--- src/rtl/sensor_frame_crc8_serializer_assert.svh ---
// ----------------------------------------------------------------------------
// Sensor frame serializer assertion macros
// Concurrent assertion wrappers, compiled out when SYNTH is defined.
// ----------------------------------------------------------------------------
`ifndef SENSOR_FRAME_CRC8_SERIALIZER_ASSERT_SVH
`define SENSOR_FRAME_CRC8_SERIALIZER_ASSERT_SVH

`ifndef SYNTH
// Implication checked on every clock edge outside reset
`define SFCS_ASSERT(lbl, clk, rst_n, prop, msg) \
	lbl: assert property (@(posedge clk) disable iff (!rst_n) prop) else $error(msg);
// Condition in one cycle requires a consequence in the next
`define SFCS_ASSERT_NEXT(lbl, clk, rst_n, ante, cons, msg) \
	lbl: assert property (@(posedge clk) disable iff (!rst_n) (ante) |=> (cons)) else $error(msg);
`else
`define SFCS_ASSERT(lbl, clk, rst_n, prop, msg)
`define SFCS_ASSERT_NEXT(lbl, clk, rst_n, ante, cons, msg)
`endif

`endif

--- src/rtl/sfcs_pkg.sv ---
// ----------------------------------------------------------------------------
// Sensor frame serializer package
// Shared types, register indexes and the CRC-8 byte update.
// ----------------------------------------------------------------------------
package sfcs_pkg;

	// Frame layout
	localparam int DATA_BYTES = 10;
	localparam int DATA_CNT_W = $clog2(DATA_BYTES);
	localparam logic [7:0] CRC_POLY = 8'h07;

	// Configuration registers
	localparam int CFG_IDX_W = 2;
	localparam logic [CFG_IDX_W-1:0] REG_START_BYTE = CFG_IDX_W'(0);
	localparam logic [CFG_IDX_W-1:0] REG_STOP_BYTE  = CFG_IDX_W'(1);
	localparam logic [7:0] START_BYTE_RST = 8'h02;
	localparam logic [7:0] STOP_BYTE_RST  = 8'h03;

	// Front queue
	localparam int QUEUE_DEPTH = 2;
	localparam int QUEUE_PTR_W = $clog2(QUEUE_DEPTH);
	localparam int QUEUE_CNT_W = $clog2(QUEUE_DEPTH + 1);

	// One sample set, first transmitted field in the top bits
	typedef struct packed {
		logic [15:0] volume;
		logic [15:0] temperature_a;
		logic [15:0] temperature_b;
		logic [15:0] humidity_a;
		logic [15:0] humidity_b;
	} sample_t;

	// Head of the front queue as seen by the back end
	typedef struct packed {
		logic    valid;
		sample_t data;
	} queue_head_t;

	// Serializer phases
	typedef enum logic [2:0] {
		ST_IDLE,
		ST_HEAD,
		ST_DATA,
		ST_CRC,
		ST_TAIL
	} ser_state_t;

	// CRC-8/SMBUS over one byte, MSB first
	function automatic logic [7:0] crc8_update(input logic [7:0] crc, input logic [7:0] data);
		logic [7:0] c;
		c = crc ^ data;
		for (int i = 0; i < 8; i++) begin
			c = c[7] ? ({c[6:0], 1'b0} ^ CRC_POLY) : {c[6:0], 1'b0};
		end
		return c;
	endfunction

endpackage

--- src/rtl/sfcs_front.sv ---
// ----------------------------------------------------------------------------
// Sensor frame serializer front end
// Takes sample sets on the command port and holds them in a two-entry queue.
// ----------------------------------------------------------------------------
module sfcs_front import sfcs_pkg::*; (
	input  logic        clk,
	input  logic        arst_n,
	input  logic        start,
	output logic        busy,
	input  sample_t     sample,
	output queue_head_t head,
	input  logic        pop
);

	sample_t                entry_q [QUEUE_DEPTH];
	logic [QUEUE_PTR_W-1:0] wr_ptr_q;
	logic [QUEUE_PTR_W-1:0] rd_ptr_q;
	logic [QUEUE_CNT_W-1:0] count_q;
	logic                   push;
	logic                   pop_ok;

	// Queue status
	assign busy   = (count_q == QUEUE_CNT_W'(QUEUE_DEPTH));
	assign push   = start && !busy;
	assign pop_ok = pop && (count_q != '0);

	assign head.valid = (count_q != '0);
	assign head.data  = entry_q[rd_ptr_q];

	// Entry storage, no reset needed
	always_ff @(posedge clk) begin
		if (push) begin
			entry_q[wr_ptr_q] <= sample;
		end
	end

	// Pointers and fill count
	always_ff @(posedge clk or negedge arst_n) begin
		if (!arst_n) begin
			wr_ptr_q <= '0;
			rd_ptr_q <= '0;
			count_q  <= '0;
		end else begin
			if (push) begin
				wr_ptr_q <= wr_ptr_q + QUEUE_PTR_W'(1);
			end
			if (pop_ok) begin
				rd_ptr_q <= rd_ptr_q + QUEUE_PTR_W'(1);
			end
			case ({push, pop_ok})
				2'b10:   count_q <= count_q + QUEUE_CNT_W'(1);
				2'b01:   count_q <= count_q - QUEUE_CNT_W'(1);
				default: count_q <= count_q;
			endcase
		end
	end

endmodule

--- src/rtl/sfcs_back.sv ---
// ----------------------------------------------------------------------------
// Sensor frame serializer back end
// Sends one 13-byte frame per sample set, one beat per cycle, with CRC-8.
// ----------------------------------------------------------------------------
module sfcs_back import sfcs_pkg::*; (
	input  logic        clk,
	input  logic        arst_n,
	input  queue_head_t head,
	output logic        pop,
	input  logic [7:0]  start_byte,
	input  logic [7:0]  stop_byte,
	output logic        byte_strobe,
	output logic [7:0]  frame_byte,
	output logic        last_byte
);

	ser_state_t             state_q, state_d;
	logic [DATA_CNT_W-1:0]  cnt_q, cnt_d;
	logic [$bits(sample_t)-1:0] shift_q, shift_d;
	logic [7:0]             crc_q, crc_d;
	logic                   strobe_d, last_d;
	logic [7:0]             byte_d;
	logic                   strobe_q, last_q;
	logic [7:0]             byte_q;

	// Next state, datapath updates and the beat to send
	always_comb begin
		state_d  = state_q;
		cnt_d    = cnt_q;
		shift_d  = shift_q;
		crc_d    = crc_q;
		pop      = 1'b0;
		strobe_d = 1'b0;
		last_d   = 1'b0;
		byte_d   = shift_q[$bits(sample_t)-1 -: 8];
		case (state_q)
			ST_IDLE: begin
				if (head.valid) begin
					pop     = 1'b1;
					shift_d = head.data;
					crc_d   = '0;
					state_d = ST_HEAD;
				end
			end
			ST_HEAD: begin
				strobe_d = 1'b1;
				byte_d   = start_byte;
				cnt_d    = '0;
				state_d  = ST_DATA;
			end
			ST_DATA: begin
				strobe_d = 1'b1;
				crc_d    = crc8_update(crc_q, shift_q[$bits(sample_t)-1 -: 8]);
				shift_d  = {shift_q[$bits(sample_t)-9:0], 8'h00};
				cnt_d    = cnt_q + DATA_CNT_W'(1);
				if (cnt_q == DATA_CNT_W'(DATA_BYTES - 1)) begin
					state_d = ST_CRC;
				end
			end
			ST_CRC: begin
				strobe_d = 1'b1;
				byte_d   = crc_q;
				state_d  = ST_TAIL;
			end
			ST_TAIL: begin
				strobe_d = 1'b1;
				last_d   = 1'b1;
				byte_d   = stop_byte;
				// next frame follows without a gap
				if (head.valid) begin
					pop     = 1'b1;
					shift_d = head.data;
					crc_d   = '0;
					state_d = ST_HEAD;
				end else begin
					state_d = ST_IDLE;
				end
			end
			default: begin
				state_d = ST_IDLE;
			end
		endcase
	end

	// Control state
	always_ff @(posedge clk or negedge arst_n) begin
		if (!arst_n) begin
			state_q  <= ST_IDLE;
			cnt_q    <= '0;
			strobe_q <= 1'b0;
			last_q   <= 1'b0;
		end else begin
			state_q  <= state_d;
			cnt_q    <= cnt_d;
			strobe_q <= strobe_d;
			last_q   <= last_d;
		end
	end

	// Payload
	always_ff @(posedge clk) begin
		shift_q <= shift_d;
		crc_q   <= crc_d;
		byte_q  <= byte_d;
	end

	assign byte_strobe = strobe_q;
	assign frame_byte  = byte_q;
	assign last_byte   = last_q;

endmodule

--- src/rtl/sensor_frame_crc8_serializer.sv ---
// ----------------------------------------------------------------------------
// Sensor frame serializer with CRC-8/SMBUS
// Five 16-bit readings in, one 13-byte framed packet out per sample set.
// ----------------------------------------------------------------------------
// A sample set is taken when start is high and busy is low. Each set becomes a
// frame of 13 beats on frame_byte, one per cycle, each marked by byte_strobe:
// the start byte, the five readings high byte first, a CRC-8/SMBUS over the
// ten data bytes, and the stop byte with last_byte high. An accepted set is
// popped from the front queue into the serializer, whose beats are registered.
// The byte serializer sets the rate; consecutive frames follow with no gap.
// Two sets can wait in the front queue, so busy rises only when both slots are
// full. The receiver cannot stall: every beat must be taken in its cycle.
// start_byte (index 0, reset 0x02) and stop_byte (index 1, reset 0x03) are
// written through the cfg port, which is always ready; other indexes are
// ignored. Write them only while no frame is pending.
// ----------------------------------------------------------------------------
`include "sensor_frame_crc8_serializer_assert.svh"

module sensor_frame_crc8_serializer import sfcs_pkg::*; (
	input  logic                 clk,
	input  logic                 arst_n,
	input  logic                 start,
	output logic                 busy,
	input  logic [15:0]          volume,
	input  logic [15:0]          temperature_a,
	input  logic [15:0]          temperature_b,
	input  logic [15:0]          humidity_a,
	input  logic [15:0]          humidity_b,
	output logic                 byte_strobe,
	output logic [7:0]           frame_byte,
	output logic                 last_byte,
	input  logic                 cfg_valid,
	output logic                 cfg_ready,
	input  logic [CFG_IDX_W-1:0] cfg_index,
	input  logic [7:0]           cfg_data
);

	logic [7:0]  start_byte_q;
	logic [7:0]  stop_byte_q;
	sample_t     sample;
	queue_head_t head;
	logic        pop;

	// Configuration registers
	assign cfg_ready = 1'b1;

	always_ff @(posedge clk or negedge arst_n) begin
		if (!arst_n) begin
			start_byte_q <= START_BYTE_RST;
			stop_byte_q  <= STOP_BYTE_RST;
		end else if (cfg_valid && cfg_ready) begin
			case (cfg_index)
				REG_START_BYTE: start_byte_q <= cfg_data;
				REG_STOP_BYTE:  stop_byte_q  <= cfg_data;
				default:        ;
			endcase
		end
	end

	// Input beat
	assign sample.volume        = volume;
	assign sample.temperature_a = temperature_a;
	assign sample.temperature_b = temperature_b;
	assign sample.humidity_a    = humidity_a;
	assign sample.humidity_b    = humidity_b;

	sfcs_front u_front (
		.clk    (clk),
		.arst_n (arst_n),
		.start  (start),
		.busy   (busy),
		.sample (sample),
		.head   (head),
		.pop    (pop)
	);

	sfcs_back u_back (
		.clk         (clk),
		.arst_n      (arst_n),
		.head        (head),
		.pop         (pop),
		.start_byte  (start_byte_q),
		.stop_byte   (stop_byte_q),
		.byte_strobe (byte_strobe),
		.frame_byte  (frame_byte),
		.last_byte   (last_byte)
	);

	// Checks
	`SFCS_ASSERT(a_last_has_strobe, clk, arst_n, last_byte |-> byte_strobe, "last_byte without strobe")
	`SFCS_ASSERT(a_frame_contiguous, clk, arst_n, (byte_strobe && last_byte) |-> $past(byte_strobe, 12), "frame beats not contiguous")
	`SFCS_ASSERT(a_stop_value, clk, arst_n, last_byte |-> (frame_byte == stop_byte_q), "last beat is not the stop byte")
	`SFCS_ASSERT_NEXT(a_pop_starts_frame, clk, arst_n, pop, byte_strobe == last_byte, "frame start misplaced")

endmodule
--- config.mk ---
export PLATFORM = sky130hd
export DESIGN_NAME = sensor_frame_crc8_serializer
export DESIGN_NICKNAME = d
export VERILOG_FILES = /design/src/rtl/sfcs_pkg.sv /design/src/rtl/sfcs_front.sv /design/src/rtl/sfcs_back.sv /design/src/rtl/sensor_frame_crc8_serializer.sv
export VERILOG_INCLUDE_DIRS = /design/src /design/src/rtl
export SDC_FILE = /design/constraint.sdc
export NUM_CORES = 1
export LEC_CHECK = 0
export ABC_AREA = 0
export BUFFER_PORTS_ARGS = -buffer_cell sky130_fd_sc_hd__buf_2
export CORE_MARGIN = 2
export CORE_UTILIZATION = 34
export DETAILED_ROUTE_END_ITERATION = 8
export HOLD_SLACK_MARGIN = 0.02
export SYNTH_ARGS = -nofsm -noshare
export SYNTH_HDL_FRONTEND = slang
export SYNTH_SLANG_ARGS = --single-unit
--- constraint.sdc ---
create_clock -name clk -period 6.65 [get_ports clk]
set_clock_uncertainty 0.2 [all_clocks]
set_input_delay 0.3325 -clock clk [delete_from_list [all_inputs] [get_ports clk]]
set_output_delay 0.3325 -clock clk [all_outputs]
set_load 0.03 [all_outputs]
==> impl_metrics.env <==
export IMPL_synth_area_um2=11000
export IMPL_critPathMaxFanout=75
export IMPL_synthTopCellsByArea="edfxtp_1 (68%), mux2i_1 (7.3%), dfrtp_1 (5.9%)"
export IMPL_synth_mux_area_share_pct=8.94
export IMPL_start_kind="flip-flop"
export IMPL_status="finished, final reports clean"
export IMPL_nets=982
export IMPL_ys_ff_latch=285
export IMPL_grt_usage_pct=12.5
export IMPL_vias=5980
export IMPL_port_buffers=104
export IMPL_min_period_ns=3.02
export IMPL_startpoint="u_back.state_q[1]"
export IMPL_cts_tree="done"
export IMPL_worstPathRequired_ns=6.61
export IMPL_cts_buffers=30
export IMPL_maxSlewHeadroom_pct=32.8
export IMPL_clock_path_buffers=3
export IMPL_core_area_um2=31600
export IMPL_avgSynthCellArea_um2=16.0
export IMPL_clk_pin_slew_ns=0.06
export IMPL_synth_compound_area_share_pct=6.02
export IMPL_p_switching_mw=2.19
export IMPL_synth_net_count=783
export IMPL_grt_max_degree=76
export IMPL_routed_wirelength_um=20800
export IMPL_timing_fmax_ghz=0.331
export IMPL_cts_sinks=285
export IMPL_end_kind="flip-flop"
export IMPL_first_pass_iters=4
export IMPL_num_antenna_cells=0
export IMPL_finalHoldViolCount=0
export IMPL_antenna_found_initial=1
export IMPL_synth_top_family_by_area="multiplexers"
export IMPL_clock_latency_ns=0.55
export IMPL_synthAdderAreaFrac_pct=0.342
export IMPL_p_leak_nw=5.15
export IMPL_via_per_inst=4.56
export IMPL_grt_pass1_wl_um=32900
export IMPL_first_global_vias=6210
export IMPL_fp_dieW_um=184
export IMPL_grt_overflow=0
export IMPL_min_period_over_period_pct=45.4
export IMPL_crit_type="flip-flop to flip-flop"
export IMPL_vdd_ir_drop_max_mv=0.249
export IMPL_yosys_warnings=0
export IMPL_tightest_slew_ns=1.01
export IMPL_hold_path_class="primary input to asynchronous set/reset pin"
export IMPL_synth_cells=686
export IMPL_sequentialPowerShare_pct=46.1
export IMPL_synth_simple_area_share_pct=4.22
export IMPL_yosysUniqueCellTypes=33
export IMPL_reg2reg_from="u_back.state_q[1]"
export IMPL_yosys_area_top_type="edfxtp_1"
export IMPL_start_util_pct=34.7
export IMPL_layout_commonest_cell="edfxtp_1"
export IMPL_finalMaxSlewViolations=0
export IMPL_mostFrequentLayoutCells="edfxtp_1 (248), buf_2 (104), nor2_1 (94)"
export IMPL_row_count=65
export IMPL_cts_root_buffer="clkbuf_16"
export IMPL_synth_top_area_share_pct=67.9
export IMPL_setup_tns_final_ns=0
export IMPL_rsz0062_at_grt="no"
export IMPL_whs_ns=0.174
export IMPL_ys_seq_area_share_pct=76.0
export IMPL_ant_nets=0
export IMPL_combPwrFrac_pct=29.3
export IMPL_routedWlPerCell_um=15.9
export IMPL_io_pins=106
export IMPL_setup_viol=0
export IMPL_drv_cap=0
export IMPL_p_clk_share_pct=24.7
export IMPL_route_detailed_drc=0
export IMPL_power_internal_mw=4.67
export IMPL_synthXorXnorAreaFrac_pct=2.66
export IMPL_post_route_util_pct=43.7
export IMPL_die_y_um=184
export IMPL_powerDensity_nw_per_um2=497
export IMPL_place_congestion=0.719
export IMPL_worstPathArrival_ns=2.98
export IMPL_drtIter0Drc=457
export IMPL_ctsResizeCount=0
export IMPL_syn_to_final_growth_pct=26.1
export IMPL_layout_drive_gt1_share_pct=20.5
export IMPL_sw_frac_of_total_pct=31.9
export IMPL_die_area_um2=33700
export IMPL_cts_htree_levels=1
export IMPL_fillers=2802
export IMPL_hpwl_um=12300
==> registers in the layout, indices dropped and copies added, names as in the netlist <==
| signal | flops |
|---|---|
| u_back.cnt_q | 4 |
| start_byte_q | 8 |
| u_front.entry_q | 160 |
| u_front.wr_ptr_q | 1 |
| u_back.shift_q | 80 |
| stop_byte_q | 8 |
| u_front.rd_ptr_q | 1 |
| u_back.byte_strobe | 1 |
| u_front.count_q | 2 |
| u_back.frame_byte | 8 |
| u_back.last_byte | 1 |
| u_back.crc_q | 8 |
| u_back.state_q | 3 |
==> layout make-up <==
class	count	area, µm²	share of cell area (%)
repair buffers	202	1490	10.8
flip-flops and latches	285	8340	60.3
clock buffers	36	795	5.75
well taps	402	503	3.64
multi-input cells	362	2470	17.9
clock inverters	19	219	1.58
inverters	4	15.0	0.109
==> critical path, stage by stage (launching register included) <==
cell	delay, ns
dfrtp_1	0.78
nand2b_1	0.28
a21oi_4	0.47
buf_4	0.84
==> worst paths after layout <==
| check | end | slack, ns | cells past startpoint |
|---|---|---|---|
| max in group asynchronous | u_front.rd_ptr_q | 5.56 | 2 |
| setup reg to reg | u_back.shift_q[36] | 3.63 | 3 |
| setup / recovery | u_back.shift_q[36] | 3.63 | 3 |
| hold / removal | u_back.cnt_q[2] | 0.17 | 2 |
| min in group clk | stop_byte_q[4] | 0.26 | 3 |
| hold reg to reg | start_byte_q[5] | 0.31 | 1 |
==> routing by layer <==
layer	global-route usage (%)	vias up	part of all wire [%]
met2	21.1	124	48
met1	16.4	2863	46
li1	-	2961	-
met3	2.48	30	4.6
met4	3.10	2	1.5
met5	0	-	0.062
==> what timing repair did <==
item | CTS | global route
endpoints found under the hold margin | 203 | 0
hold buffers | 92 | 0
setup buffers | 0 | 0
setup endpoints to repair | 0 | 0
==> power by group through the flow <==
| stage | Sequential, mW | Combinational (mW) | Clock, mW |
|---|---|---|---|
| 5_1_grt | 3.23 | 2.26 | 1.83 |
| 2_1_floorplan | 3.18 | 1.57 | 0 |
| 6_report | 3.16 | 2.01 | 1.70 |
| 4_1_cts | 3.17 | 2.05 | 1.75 |
| 3_5_place_dp | 3.21 | 2.00 | 0 |
| 3_3_place_gp | 3.20 | 1.97 | 0 |
==> per-stage QoR <==
stage | area [µm²] | worst slack (ns) | power (mW) | instances
after floorplan | 11000 | 0.842 | 4.75 | 686
after global placement | 11900 | 3.69 | 5.16 | 1163
after detailed placement | 11900 | 3.63 | 5.21 | 1163
after CTS | 13800 | 3.60 | 6.97 | 1310
after global routing | 13800 | 3.40 | 7.32 | 1310
final | 13800 | 3.63 | 6.87 | 1310
==> kinds of logic (layout without fill, tap and decap cells) <==
family / Yosys count / count (layout)
compound gates: 121 / 121
xor+xnor: 29 / 29
fa+ha+maj: 3 / 3
buf+inv: 39 / 261
flops: 285 / 285
mux: 96 / 96
other cells: 1 / 1
simple gates: 112 / 112
==> synthesized netlist by cell type, drive strengths merged <==
cell type and n:
xor2 7, nand3 2, nor3b 1, nand3b 1, mux2 16, o21a 1, and3 1, dfrtp 26
ha 3, edfxtp 248, o22a 8, nor3 3, mux2i 80, a22oi 1, nor2 96, and2 1
inv 4, o21ai 9, conb 1, dfstp 3, nand2b 4, o22ai 16, a21oi 86, xnor2 22
dfxtp 8, nand2 3, clkbuf 2, buf 33
Power figures use the tool's default switching activity.
